[src/assert_macros.svh]
// Assertion helpers: every property is clocked on clk and disabled while rst is high.
`ifndef ASSERT_MACROS_SVH
`define ASSERT_MACROS_SVH

// Same-cycle implication.
`define ASSERT_NOW(label, ante, cons) \
  label: assert property (@(posedge clk) disable iff (rst) (ante) |-> (cons)) \
    else $error("assertion failed: same-cycle check");

// Next-cycle implication.
`define ASSERT_NEXT(label, ante, cons) \
  label: assert property (@(posedge clk) disable iff (rst) (ante) |=> (cons)) \
    else $error("assertion failed: next-cycle check");

`endif

[src/ibcrc_pkg.sv]
package ibcrc_pkg;

  localparam int BYTE_W = 8;
  localparam int CRC_W  = 16;

  localparam logic [CRC_W-1:0]  CRC_POLY_REFL = 16'hA001;
  localparam logic [BYTE_W-1:0] BYTE_INVERT   = 8'hFF;
  localparam logic [CRC_W-1:0]  CRC_INIT      = 16'h0000;

  // Fold one byte into the reflected CRC register, LSB first.
  function automatic logic [CRC_W-1:0] crc_fold(input logic [CRC_W-1:0] crc,
                                                 input logic [BYTE_W-1:0] b);
    logic [CRC_W-1:0] r;
    r = crc ^ {{(CRC_W-BYTE_W){1'b0}}, b};
    for (int k = 0; k < BYTE_W; k++) begin
      if (r[0]) begin
        r = (r >> 1) ^ CRC_POLY_REFL;
      end else begin
        r = r >> 1;
      end
    end
    return r;
  endfunction

endpackage

[src/ibcrc_in_if.sv]
interface ibcrc_in_if;
  logic                          valid;
  logic                          ready;
  logic [ibcrc_pkg::BYTE_W-1:0]  data_byte;
  logic                          last_byte;

  modport source (output valid, output data_byte, output last_byte, input ready);
  modport sink   (input valid, input data_byte, input last_byte, output ready);
endinterface

[src/ibcrc_out_if.sv]
interface ibcrc_out_if;
  logic                         valid;
  logic                         ready;
  logic [ibcrc_pkg::CRC_W-1:0]  crc_value;

  modport source (output valid, output crc_value, input ready);
  modport sink   (input valid, input crc_value, output ready);
endinterface

[src/inverted_byte_crc16.sv]
// CRC-16/ARC (poly 0x8005 reflected, init 0, no final XOR) over the bitwise
// inverse of each message byte. One byte is taken per cycle on msg; the byte
// flagged last_byte closes the message, its CRC is returned as one transfer on
// crc, and the running register restarts at zero for the next message. The
// block sustains one byte per clock unless input stalls: the 8-bit unrolled
// CRC update sits between the input register and the running CRC/result
// register, so a last byte passes the input register and then the result
// register before its result is valid on crc. Input stalls only when a last
// byte arrives while a previous result still waits on crc.
module inverted_byte_crc16 (
  input  logic        clk,
  input  logic        rst,
  ibcrc_in_if.sink    msg,
  ibcrc_out_if.source crc
);

  ibcrc_in_if stage_ch ();

  ibcrc_in_stage u_in_stage (
    .clk   (clk),
    .rst   (rst),
    .msg   (msg),
    .stage (stage_ch.source)
  );

  ibcrc_fold_stage u_fold_stage (
    .clk   (clk),
    .rst   (rst),
    .stage (stage_ch.sink),
    .crc   (crc)
  );

endmodule

[src/ibcrc_in_stage.sv]
module ibcrc_in_stage (
  input  logic        clk,
  input  logic        rst,
  ibcrc_in_if.sink    msg,
  ibcrc_in_if.source  stage
);
  import ibcrc_pkg::*;

  logic              valid;
  logic [BYTE_W-1:0] data_byte;
  logic              last_byte;

  // Take a new byte whenever the register is empty or drains this cycle.
  assign msg.ready = !valid || stage.ready;

  always_ff @(posedge clk) begin
    if (rst) begin
      valid <= 1'b0;
    end else if (msg.ready) begin
      valid <= msg.valid;
    end
  end

  always_ff @(posedge clk) begin
    if (msg.ready && msg.valid) begin
      data_byte <= msg.data_byte;
      last_byte <= msg.last_byte;
    end
  end

  assign stage.valid     = valid;
  assign stage.data_byte = data_byte;
  assign stage.last_byte = last_byte;

endmodule

[src/ibcrc_fold_stage.sv]
`include "assert_macros.svh"

module ibcrc_fold_stage (
  input  logic        clk,
  input  logic        rst,
  ibcrc_in_if.sink    stage,
  ibcrc_out_if.source crc
);
  import ibcrc_pkg::*;

  logic [CRC_W-1:0] running_crc;
  logic [CRC_W-1:0] crc_next;
  logic [CRC_W-1:0] crc_value;
  logic             out_valid;
  logic             xfer;

  assign crc_next = crc_fold(running_crc, stage.data_byte ^ BYTE_INVERT);

  // A last byte needs room in the result register; other bytes always go.
  assign stage.ready = !stage.last_byte || !out_valid || crc.ready;
  assign xfer        = stage.valid && stage.ready;

  always_ff @(posedge clk) begin
    if (rst) begin
      running_crc <= CRC_INIT;
      out_valid   <= 1'b0;
    end else begin
      if (xfer) begin
        running_crc <= stage.last_byte ? CRC_INIT : crc_next;
      end
      if (xfer && stage.last_byte) begin
        out_valid <= 1'b1;
      end else if (crc.ready) begin
        out_valid <= 1'b0;
      end
    end
  end

  always_ff @(posedge clk) begin
    if (xfer && stage.last_byte) begin
      crc_value <= crc_next;
    end
  end

  assign crc.valid     = out_valid;
  assign crc.crc_value = crc_value;

  `ASSERT_NEXT(a_clear_after_last, xfer && stage.last_byte, running_crc == CRC_INIT)
  `ASSERT_NEXT(a_result_loaded, xfer && stage.last_byte, out_valid && (crc_value == $past(crc_next)))
  `ASSERT_NEXT(a_no_spurious_result, !out_valid && !(xfer && stage.last_byte), !out_valid)
  `ASSERT_NOW(a_stall_only_on_last, stage.valid && !stage.ready, stage.last_byte && out_valid)

endmodule
[src/flat_wrapper.sv]
// flat-port wrapper written by rule: the top's interface ports become plain ports
module inverted_byte_crc16_flat 
  (clk, rst, msg_valid, msg_data_byte, msg_last_byte, msg_ready, crc_valid, crc_crc_value, crc_ready);
  ibcrc_in_if msg_i ();
  ibcrc_out_if crc_i ();
  input  logic clk;
  input  logic rst;
  input wire logic [$bits(msg_i.valid)-1:0] msg_valid;
  input wire logic [$bits(msg_i.data_byte)-1:0] msg_data_byte;
  input wire logic [$bits(msg_i.last_byte)-1:0] msg_last_byte;
  output wire logic [$bits(msg_i.ready)-1:0] msg_ready;
  output wire logic [$bits(crc_i.valid)-1:0] crc_valid;
  output wire logic [$bits(crc_i.crc_value)-1:0] crc_crc_value;
  input wire logic [$bits(crc_i.ready)-1:0] crc_ready;
  assign msg_i.valid = msg_valid;
  assign msg_i.data_byte = msg_data_byte;
  assign msg_i.last_byte = msg_last_byte;
  assign msg_ready = msg_i.ready;
  assign crc_valid = crc_i.valid;
  assign crc_crc_value = crc_i.crc_value;
  assign crc_i.ready = crc_ready;
  inverted_byte_crc16 u_core (.clk(clk), .rst(rst), .msg(msg_i), .crc(crc_i));
endmodule
[config.mk]
export PLATFORM = sky130hd
export DESIGN_NAME = inverted_byte_crc16_flat
export DESIGN_NICKNAME = d
export VERILOG_FILES = /design/src/ibcrc_pkg.sv /design/src/ibcrc_in_if.sv /design/src/ibcrc_out_if.sv /design/src/inverted_byte_crc16.sv /design/src/ibcrc_in_stage.sv /design/src/ibcrc_fold_stage.sv /design/src/flat_wrapper.sv
export VERILOG_INCLUDE_DIRS = /design/src /design/src/src
export SDC_FILE = /design/constraint.sdc
export NUM_CORES = 1
export LEC_CHECK = 0
export ABC_AREA = 1
export BUFFER_PORTS_ARGS = -buffer_cell sky130_fd_sc_hd__buf_2
export CORE_ASPECT_RATIO = 0.5
export CORE_MARGIN = 4
export CORE_UTILIZATION = 49
export DETAILED_ROUTE_END_ITERATION = 6
export PLACE_DENSITY = 0.79
export SLEW_MARGIN = 20
export SYNTH_ARGS = -nofsm -noshare
export SYNTH_HDL_FRONTEND = slang
export SYNTH_SLANG_ARGS = --single-unit
[constraint.sdc]
create_clock -name clk -period 1.57 [get_ports clk]
set_input_delay 0.157 -clock clk [delete_from_list [all_inputs] [get_ports clk]]
set_output_delay 0.157 -clock clk [all_outputs]
set_load 0.01 [all_outputs]
==> results of run 1 <==
## timing repair
item                                   4_1_cts  5_1_grt
setup endpoints to repair                    6        8
gates resized for setup                      2       24
endpoints found under the hold margin        0        0
pin swaps                                    2       11
buffers inserted                             0        1
## cells in the mapped netlist (all sizes together)
| cell type | n | area, µm² |
|---|---|---|
| clkbuf | 3 | 11.3 |
| and2 | 2 | 12.5 |
| dfxtp | 18 | 360 |
| edfxtp | 25 | 751 |
| a21oi | 18 | 93.8 |
| inv | 19 | 71.3 |
| nand2 | 78 | 328 |
| o21bai | 1 | 7.51 |
| xor2 | 5 | 43.8 |
| nand3b | 1 | 7.51 |
| xnor2 | 6 | 52.6 |
| nor2 | 2 | 7.51 |
| buf | 1 | 5.00 |
| nand3 | 13 | 90.1 |
## per-layer routing
layer	vias up	part of all wire
met4	0	0.029
met5	-	0
met2	54	0.45
li1	720	-
met1	653	0.45
met3	16	0.066
## power by group through the flow
stage / Clock, mW / Combinational (mW) / Sequential (mW)
2_1_floorplan: 0 / 0.200 / 1.31
3_3_place_gp: 0 / 0.333 / 1.30
3_5_place_dp: 0 / 0.348 / 1.30
4_1_cts: 1.03 / 0.352 / 1.27
5_1_grt: 1.07 / 0.465 / 1.28
6_report: 1.02 / 0.428 / 1.28
## through the flow
step | cells | cell area, µm²
final | 295 | 2430
after global routing | 295 | 2430
after CTS | 294 | 2320
after detailed placement | 286 | 2180
after global placement | 286 | 2180
after floorplan | 192 | 1840
## critical path, cell delays in order (launching register included)
cell and delay (ns):
edfxtp_1 0.44, inv_1 0.11, nand2_1 0.06, nand2_2 0.10
nand2_2 0.06, nand2_2 0.10, nand2_2 0.09, nand3_4 0.09
nand3_2 0.14, nand3_4 0.13, nand3b_1 0.12, and2_1 0.17
## registers in the layout (all words and copies together) (netlist names)
name / flops
u_core.u_in_stage.stage.last_byte: 1
u_core.u_fold_stage.crc.crc_value: 16
u_core.u_fold_stage.running_crc: 16
u_core.u_in_stage.stage.valid: 1
u_core.u_in_stage.stage.data_byte: 8
u_core.u_fold_stage.crc.valid: 1
## worst max path at each step
stage / startpoint / cells past startpoint / endpoint
2_1_floorplan: u_core.u_in_stage.stage.data_byte[0] / 13 / u_core.u_fold_stage.crc.crc_value[13]
6_report: u_core.u_in_stage.stage.data_byte[3] / 11 / u_core.u_fold_stage.crc.crc_value[0]
3_3_place_gp: u_core.u_in_stage.stage.data_byte[0] / 13 / u_core.u_fold_stage.crc.crc_value[13]
4_1_cts: u_core.u_in_stage.stage.data_byte[3] / 13 / u_core.u_fold_stage.crc.crc_value[13]
3_5_place_dp: u_core.u_in_stage.stage.data_byte[0] / 13 / u_core.u_fold_stage.crc.crc_value[13]
5_1_grt: u_core.u_in_stage.stage.data_byte[3] / 11 / u_core.u_fold_stage.crc.crc_value[0]
## layout make-up
| cell class | count | area share |
|---|---|---|
| inverters | 19 | 0.0293 |
| repair buffers | 48 | 0.122 |
| clock buffers | 5 | 0.0283 |
| flip-flops and latches | 43 | 0.457 |
| well taps | 51 | 0.0262 |
| clock inverters | 3 | 0.0278 |
| multi-input cells | 126 | 0.309 |
## cells by family after synthesis
| family | after synthesis | share of synthesized area |
|---|---|---|
| AOI/OAI and AO/OA | 19 | 0.0550 |
| xor gates and xnor gates | 11 | 0.0523 |
| buffers and inverters | 23 | 0.0475 |
| DFF | 43 | 0.603 |
| and+or+nand+nor | 96 | 0.242 |
==> metrics, run 1 <==
clk_lat worst skew=0.30 ns; setup repair after global routing missed its margin=yes; post-DP HPWL=2610 µm; number of nets still failing antenna checks after routing=0; max_cap viols=0; fillers=258; grt met2 use=0.263; worst slew pin tran=0.395 ns; Diodes inserted=0; port bufs=30; Layout Nets=256; core box area=3530 µm²; Fmax=542 MHz; Leak=1.03 nW; most common cell after layout, fill and taps aside=nand2_1; HP Class=in2reg; multi-input logic area=751 µm²; Total Power=2.72 mW; failing checks=setup timing; Ys Warns=0; Final setup viols=8; Hold EP=u_core.u_in_stage.stage.data_byte[3]; Reg-to-Reg Start=u_core.u_in_stage.stage.data_byte[3]; post-route worst setup slack=-0.275 ns; grt ovf=0; layout cells sized above 1=0.393; clk slew on worst S/H paths=0.08 ns; Die ar.=4860 µm²; Crit Path Max Fanout=3; hold wc startpoint=msg_data_byte[3]; Final Wtd Congestion=0.759; Final Max Slew Viols=0; Sw Ratio=0.239; vias=1,443; sequential power share=0.469; Root Buffer=clkbuf_8; CP arrival=1.91 ns; final core utilization=0.689; 1st-iter DRT viols=99; reg2reg setup slack=-0.27 ns; met1 Usage GRT=0.215; DR vias/cell=4.89; WS Path Type=reg2reg; cells on worst reg2reg path=11; Initial Utilization=0.522; Seq cells post-synth=43; clock sinks=43; post-synthesis average cell area=9.59 µm²; VDD IR-drop max=0.629 mV; CTS Buffer Depth=2; sequential cell area=1110 µm²; fin crit period=1.84 ns; post-synth cell types=18; synthesized instance count=192; clk_skew=0.00345 ns; number of global-route vias before repair=1,324; sequential-to-total area share from yosys stat=0.603; first-pass GRT wire length=5950 µm; detailed-route DRC error count=0; type of element launching the critical path=flop; most frequent cells in the layout=nand2_1, buf_2, edfxtp_1; number of cells on the worst hold path=1; total CTS buffers=5; total negative slack=-1.38 ns; Tot GR Track Use=0.167; logic gate share of total power=0.157; net count after synthesis=205; pin count of the biggest net entering global routing=19; synthesized area=1840 µm²; part of the power in the clock network=0.373; Post-Route WL=3940 µm; CTS tree=yes; initial antenna violation count=0; status=complete, but fails checks; pre-CTS WS=-0.222 ns; row cnt=15; drt wl/cell=13.4 µm; # IOs=31; Worst Path Required=1.63 ns; Sw Pwr=0.649 mW; Worst Setup End Kind=flop; Die Ht=51.4 µm; Final Hold Fails=0; Final period util=1.18; hold slack=0.0294 ns; H-tree levels=2; busiest grt layer=met2; met3 Track Usage GR=0.0471; Pint=2.07 mW; max_slew headroom=0.737; die width=94.7 µm; Pwr per Cell Area=1120 nW/µm²; hold-fix buffer count after cts=0; area grow syn2layout=32.1%; worst r2r dst=u_core.u_fold_stage.crc.crc_value[0]; DRT Pass-1 Iters=4
Note: power is estimated with default switching activity, not from simulation.
==> inputs of run 2 (changes only) <==
- CORE_MARGIN: 4 -> 2
- CORE_UTILIZATION: 49 -> 50
- PLACE_DENSITY: 0.79 -> 0.8
- SYNTH_HIERARCHICAL: not set -> 1
==> metrics, run 2 <==
hold slack=0.0329 ns (+0.00353 ns); most common cell after layout, fill and taps aside=nand2_1; max_slew headroom=0.733 (-0.00362); met1 Usage GRT=0.256 (+0.0408); pin count of the biggest net entering global routing=19 (unchanged); xor/xnor cell area share of the yosys netlist=0.0482 (-0.00411); Diodes inserted=0 (unchanged); slowest CP cell=edfxtp_1; VDD IR-drop max=0.782 mV (+24%); CP peak stage delay=0.44 ns (about the same); Post-synth EDFFs=25 (unchanged); fraction of registers with async set/reset=0 (unchanged); post-synthesis average cell area=9.41 µm² (-2.0%); number of global-route vias before repair=1,395 (+5.4%); Pwr per Cell Area=1050 nW/µm² (-6.3%); Ys Warns=6 (+6); met3 Track Usage GR=0.0510 (+0.00395); grt met2 use=0.325 (+0.0625); core box area=3580 µm² (+1.6%); Critical path buffers and inverters=1 (unchanged); Layout Nets=272 (+6.3%); post-route worst setup slack=-0.140 ns (+0.135 ns); row cnt=15 (unchanged); Initial Utilization=0.543 (+0.0211); most frequent cells in the layout=nand2_1, buf_2, nand2_2; post-DP HPWL=2760 µm (+5.7%); Synth Area in Compound Gates=0.0559 (+0.000885); Tot GR Track Use=0.197 (+0.0302); Seq cells post-synth=43 (unchanged); synthesized instance count=207 (+7.8%); post-synth cell types=22 (+4); CP arrival=1.76 ns (-0.15 ns); fillers=254 (-1.6%); post-synth top area share=0.386 (-0.0220); H-tree levels=2 (unchanged); DR vias/cell=5.04 (+3.1%); Most used DFF post-synth=edfxtp_1; Design Area, Final=2560 µm² (+5.1%); Sw Pwr=0.626 mW (-3.6%); clock sinks=43 (unchanged); max_cap viols=0 (unchanged); Die ar.=4440 µm² (-8.7%); Synth top cells by count=nand2_1, edfxtp_1, dfxtp_1, nand2_2, a21oi_1; Pint=2.05 mW (-0.80%); Inst Count DP=294 (+2.8%); biggest regs=u_core/u_fold_stage/crc.crc_value (16), u_core/u_fold_stage/running_crc (16), u_core/u_in_stage/stage.data_byte (8); final core utilization=0.713 (+0.0241); cells along the critical path=inv_1, nand2_1, nand2_1, nand2_1, nand2_2, nand2_1, nand2_2, nand2_4, nand3_2, nand3_4, and2_1; main combinational cell family by area after synthesis=simple AND/OR/NAND/NOR gates; # IOs=31 (unchanged); Final period util=1.09 (-0.0859); 1st-iter DRT viols=96 (-3.0%); CP most frequent cell=nand2_1; Worst Path Required=1.62 ns (about the same); setup repair after global routing missed its margin=yes; failing checks=setup timing; first-pass GRT wire length=6280 µm (+5.5%); Post-Route WL=4360 µm (+11%); CTS tree=yes; clk_lat worst skew=0.29 ns (about the same); CTS Buffer Depth=2 (unchanged); Final Max Slew Viols=0 (unchanged); die width=92.2 µm (-2.6%); HP Class=in2reg; area grow syn2layout=31.4%; Worst Setup End Kind=flop; total CTS buffers=5 (unchanged); Fmax=585 MHz (+7.9%); sequential-to-total area share from yosys stat=0.571 (-0.0326); synthesized area=1950 µm² (+5.7%); drt wl/cell=14.0 µm (+4.9%); Simple-Gate Fraction of Synth Area=0.276 (+0.0339); fin crit period=1.71 ns (-0.135 ns); placed cell areas=2230 µm² (+2.4%); worst slew pin tran=0.400 ns (+0.00543 ns); number of nets still failing antenna checks after routing=0 (unchanged); net count after synthesis=220 (+7.3%); clk_skew=0.00553 ns (+0.00208 ns); sequential power share=0.476 (+0.007); Final Wtd Congestion=0.834 (+9.9%); Leak=1.09 nW (+6.7%); Crit Path Max Fanout=3 (unchanged); grt ovf=0 (unchanged); detailed-route DRC error count=0 (unchanged); initial antenna violation count=0 (unchanged); most frequent cell after synthesis=nand2_1; type of element launching the critical path=flop; DRT Pass-1 Iters=4 (unchanged); Synth area leaders=edfxtp_1, dfxtp_1, nand2_1; busiest grt layer=met2; port bufs=30 (unchanged); Die Ht=48.1 µm (-6.3%); logic gate share of total power=0.151 (-0.006); fraction of the mapped netlist area in adder cells=0 (unchanged); Non-Filler Instances=311 (+5.4%); status=complete, but fails checks; part of the power in the clock network=0.373 (about the same); area leader, netlist=edfxtp_1; WS Path Type=reg2reg; layout cells sized above 1=0.450 (+0.0566); clk slew on worst S/H paths=0.08 ns (about the same); Final setup viols=4 (-4); Root Buffer=clkbuf_8; total negative slack=-0.432 ns (+0.951 ns); post-synthesis mux area share=0 (unchanged); vias=1,568 (+8.7%); cell family with most CP delay=simple AND/OR/NAND/NOR gates; Sw Ratio=0.234 (-0.00524); Final Hold Fails=0 (unchanged)
run 2: cell type report:
cell class              instances  area, µm²  area share
clock buffers                   6       72.6      0.0284
clock inverters                 2       60.1      0.0235
inverters                      21       81.3      0.0318
multi-input cells             139        835       0.326
flip-flops and latches         43       1110       0.435
well taps                      51       63.8      0.0250
repair buffers                 49        333       0.130
run 2: routing by layer:
| metal | up-vias | part of all wire |
|---|---|---|
| met5 | - | 0 |
| met4 | 0 | 0.017 |
| met3 | 11 | 0.090 |
| met2 | 91 | 0.48 |
| met1 | 711 | 0.41 |
| li1 | 755 | - |
run 2: kinds of logic after synthesis:
logic type,Yosys count
AND/OR/NAND/NOR,111
buffers and inverters,25
AO/OA/AOI/OAI,19
XOR/XNOR,9
flip-flops,43
run 2: worst paths after layout:
kind	depth (start not counted)	slack [ns]	to	from
setup / recovery	11	-0.14	u_core/u_fold_stage/crc.crc_value[0]	u_core/u_in_stage/stage.data_byte[6]
hold / removal	1	0.03	u_core/u_in_stage/stage.data_byte[4]	msg_data_byte[4]
setup reg to reg	11	-0.14	u_core/u_fold_stage/crc.crc_value[0]	u_core/u_in_stage/stage.data_byte[6]
hold reg to reg	0	0.47	u_core/u_fold_stage/crc.crc_value[5]	u_core/u_fold_stage/running_crc[13]
run 2: metrics by stage:
| step | setup slack [ns] | total power [mW] |
|---|---|---|
| 3_5_place_dp | -0.0692 | 1.61 |
| 5_1_grt | -0.196 | 2.77 |
| 4_1_cts | -0.0855 | 2.61 |
| 2_1_floorplan | 0.0364 | 1.50 |
| 3_3_place_gp | 0.0155 | 1.59 |
| 6_report | -0.140 | 2.68 |
run 2: worst register-to-register path, delay by kind of cell, from the launching register on:
family	cells	cell delay (ns)
AND/OR/NAND/NOR	10	0.91
flip-flops	1	0.44
buffers and inverters	1	0.11
run 2: what timing repair did:
item	in CTS	in global routing
resized for setup	4	27
setup endpoints to repair	2	7
setup buffers	2	7
cloned	0	0
pin swaps	10	16
hold buffers	0	0
run 2: power by group through the flow:
stage / Clock (mW) / Combinational [mW] / Sequential [mW]
after floorplan: 0 / 0.197 / 1.30
after detailed placement: 0 / 0.308 / 1.30
after CTS: 1.01 / 0.327 / 1.27
final: 0.999 / 0.404 / 1.28
after global routing: 1.05 / 0.434 / 1.28
after global placement: 0 / 0.297 / 1.30
==> inputs of run 3 (changes only) <==
- CORE_MARGIN: 2 -> 3
==> metrics, run 3 (synthesized netlist as in run 2, its figures left out) <==
Worst Path Required=1.63 ns (about the same); fin crit period=1.66 ns (-0.0480 ns); most common cell after layout, fill and taps aside=nand2_1; Non-Filler Instances=307 (-1.3%); initial antenna violation count=0 (unchanged); VDD IR-drop max=0.467 mV (-40%); first-pass GRT wire length=6200 µm (-1.3%); Pint=1.71 mW (-17%); most frequent cells in the layout=nand2_1, buf_2, nand2_2; final core utilization=0.681 (-0.0328); row cnt=15 (unchanged); post-DP HPWL=2790 µm (+0.87%); failing checks=setup timing; 1st-iter DRT viols=70 (-27%); Die ar.=4720 µm² (+6.4%); Sw Pwr=0.621 mW (-0.84%); pre-CTS WS=-0.0788 ns (-0.00961 ns); DRT Pass-1 Iters=4 (unchanged); cells along the critical path=xnor2_2, inv_2, nand3_2, nand2_2, nand2_4, nand2_4, nand2_4, nand3_2, and2_4; max_slew headroom=0.726 (-0.00713); HP Class=in2reg; type of element launching the critical path=flop; CP most frequent cell=nand2_4; clk_lat worst skew=0.29 ns (about the same); part of the power in the clock network=0.298 (-0.075); Critical path buffers and inverters=1 (unchanged); post-route worst setup slack=-0.0921 ns (+0.0480 ns); cell family with most CP delay=simple AND/OR/NAND/NOR gates; max_cap viols=0 (unchanged); clk_skew=0.00331 ns (-0.00222 ns); setup repair after global routing missed its margin=yes; clock sinks=43 (unchanged); layout cells sized above 1=0.453 (+0.00312); Worst Setup End Kind=flop; WS Path Type=reg2reg; Inst Count DP=293 (-0.34%); Die Ht=50.1 µm (+4.2%); die width=94.2 µm (+2.2%); core box area=3580 µm² (unchanged); logic gate share of total power=0.155 (+0.004); drt wl/cell=12.6 µm (-9.9%); sequential power share=0.547 (+0.071); H-tree levels=2 (unchanged); Final Max Slew Viols=0 (unchanged); vias=1,511 (-3.6%); CP arrival=1.72 ns (-0.04 ns); Fmax=602 MHz (+2.9%); Final Wtd Congestion=0.875 (+5.0%); Leak=1.04 nW (-4.9%); port bufs=30 (unchanged); Final period util=1.06 (-0.0306); status=complete, but fails checks; Final Hold Fails=0 (unchanged); Post-Route WL=3880 µm (-11%); # IOs=31 (unchanged); Root Buffer=clkbuf_8; area grow syn2layout=25.3%; Initial Utilization=0.543 (unchanged); biggest regs=u_core/u_fold_stage/crc.crc_value (16), u_core/u_fold_stage/running_crc (16), u_core/u_in_stage/stage.data_byte (8); detailed-route DRC error count=0 (unchanged); Diodes inserted=0 (unchanged); Pwr per Cell Area=955 nW/µm² (-8.8%); CTS tree=yes; pin count of the biggest net entering global routing=19 (unchanged); total negative slack=-0.140 ns (+0.292 ns); grt ovf=0 (unchanged); CP peak stage delay=0.42 ns (-0.02 ns); clk slew on worst S/H paths=0.08 ns (about the same); Layout Nets=268 (-1.5%); Tot GR Track Use=0.175 (-0.0215); number of nets still failing antenna checks after routing=0 (unchanged); Crit Path Max Fanout=4 (+1); Final setup viols=2 (-2); DR vias/cell=4.92 (-2.4%); number of global-route vias before repair=1,416 (+1.5%); total CTS buffers=5 (unchanged); slowest CP cell=edfxtp_1; Sw Ratio=0.266 (+0.0328); worst slew pin tran=0.410 ns (+0.00973 ns); CTS Buffer Depth=2 (unchanged); hold-fix buffer count after cts=0 (unchanged)
run 3: cell types whose count changed in the layout (fill, tap and decap cells not counted), sizes merged:
cell      delta
clkinvlp     +2
clkinv       +1
clkbuf       -1
buf          -4
bufinv       -2
run 3: worst register-to-register path, cell delays in order (launching register included):
cell      delay (ns)
edfxtp_1        0.42
xnor2_2         0.30
inv_2           0.10
nand3_2         0.09
nand2_2         0.07
nand2_4         0.09
nand2_4         0.07
nand2_4         0.06
nand3_2         0.08
and2_4          0.16
run 3: power by group through the flow:
| stage | clock (mW) | combinational, mW | sequential, mW |
|---|---|---|---|
| floorplan | 0 | 0.197 | 1.30 |
| global placement | 0 | 0.294 | 1.30 |
| detailed placement | 0 | 0.304 | 1.30 |
| CTS | 0.707 | 0.333 | 1.27 |
| global route | 0.749 | 0.393 | 1.28 |
| finish | 0.694 | 0.361 | 1.28 |
run 3: path summary, 6_finish.rpt:
check | start | slack (ns) | end | cells after the start
worst max-delay path | u_core/u_in_stage/stage.data_byte[2] | -0.09 | u_core/u_fold_stage/crc.crc_value[0] | 9
worst min register to register | u_core/u_fold_stage/running_crc[11] | 0.49 | u_core/u_fold_stage/crc.crc_value[3] | 0
worst min-delay path | msg_data_byte[6] | 0.04 | u_core/u_in_stage/stage.data_byte[6] | 1
worst max register to register | u_core/u_in_stage/stage.data_byte[2] | -0.09 | u_core/u_fold_stage/crc.crc_value[0] | 9
run 3: per-stage QoR:
step                      area [µm²]  power (mW)  hold slack [ns]
after floorplan                 1950        1.50            0.219
after global placement          2220        1.59            0.334
after detailed placement        2220        1.60            0.335
after CTS                       2380        2.31           0.0251
after global routing            2440        2.42           0.0223
final                           2440        2.33           0.0352
run 3: final cells by class:
class	instances	area, µm²
inverter	21	78.8
tap	51	63.8
multi-input combinational	139	815
clock buffer	5	68.8
clock inverter	3	20.0
sequential	43	1110
timing repair buffer	45	283
fill	267	1140
run 3: what timing repair did:
action                     in CTS  in global routing
pin swaps                      10                 13
resized for setup               9                 17
setup endpoints to repair       2                  5
buffers inserted                4                  2
run 3: metal layers:
metal | wire length (µm) | global-route usage | up-vias
met2 | 1700 | 0.273 | 65
met5 | 0 | 0 | -
li1 | - | - | 746
met4 | 34 | 0.0576 | 0
met1 | 1820 | 0.230 | 695
met3 | 327 | 0.0595 | 5
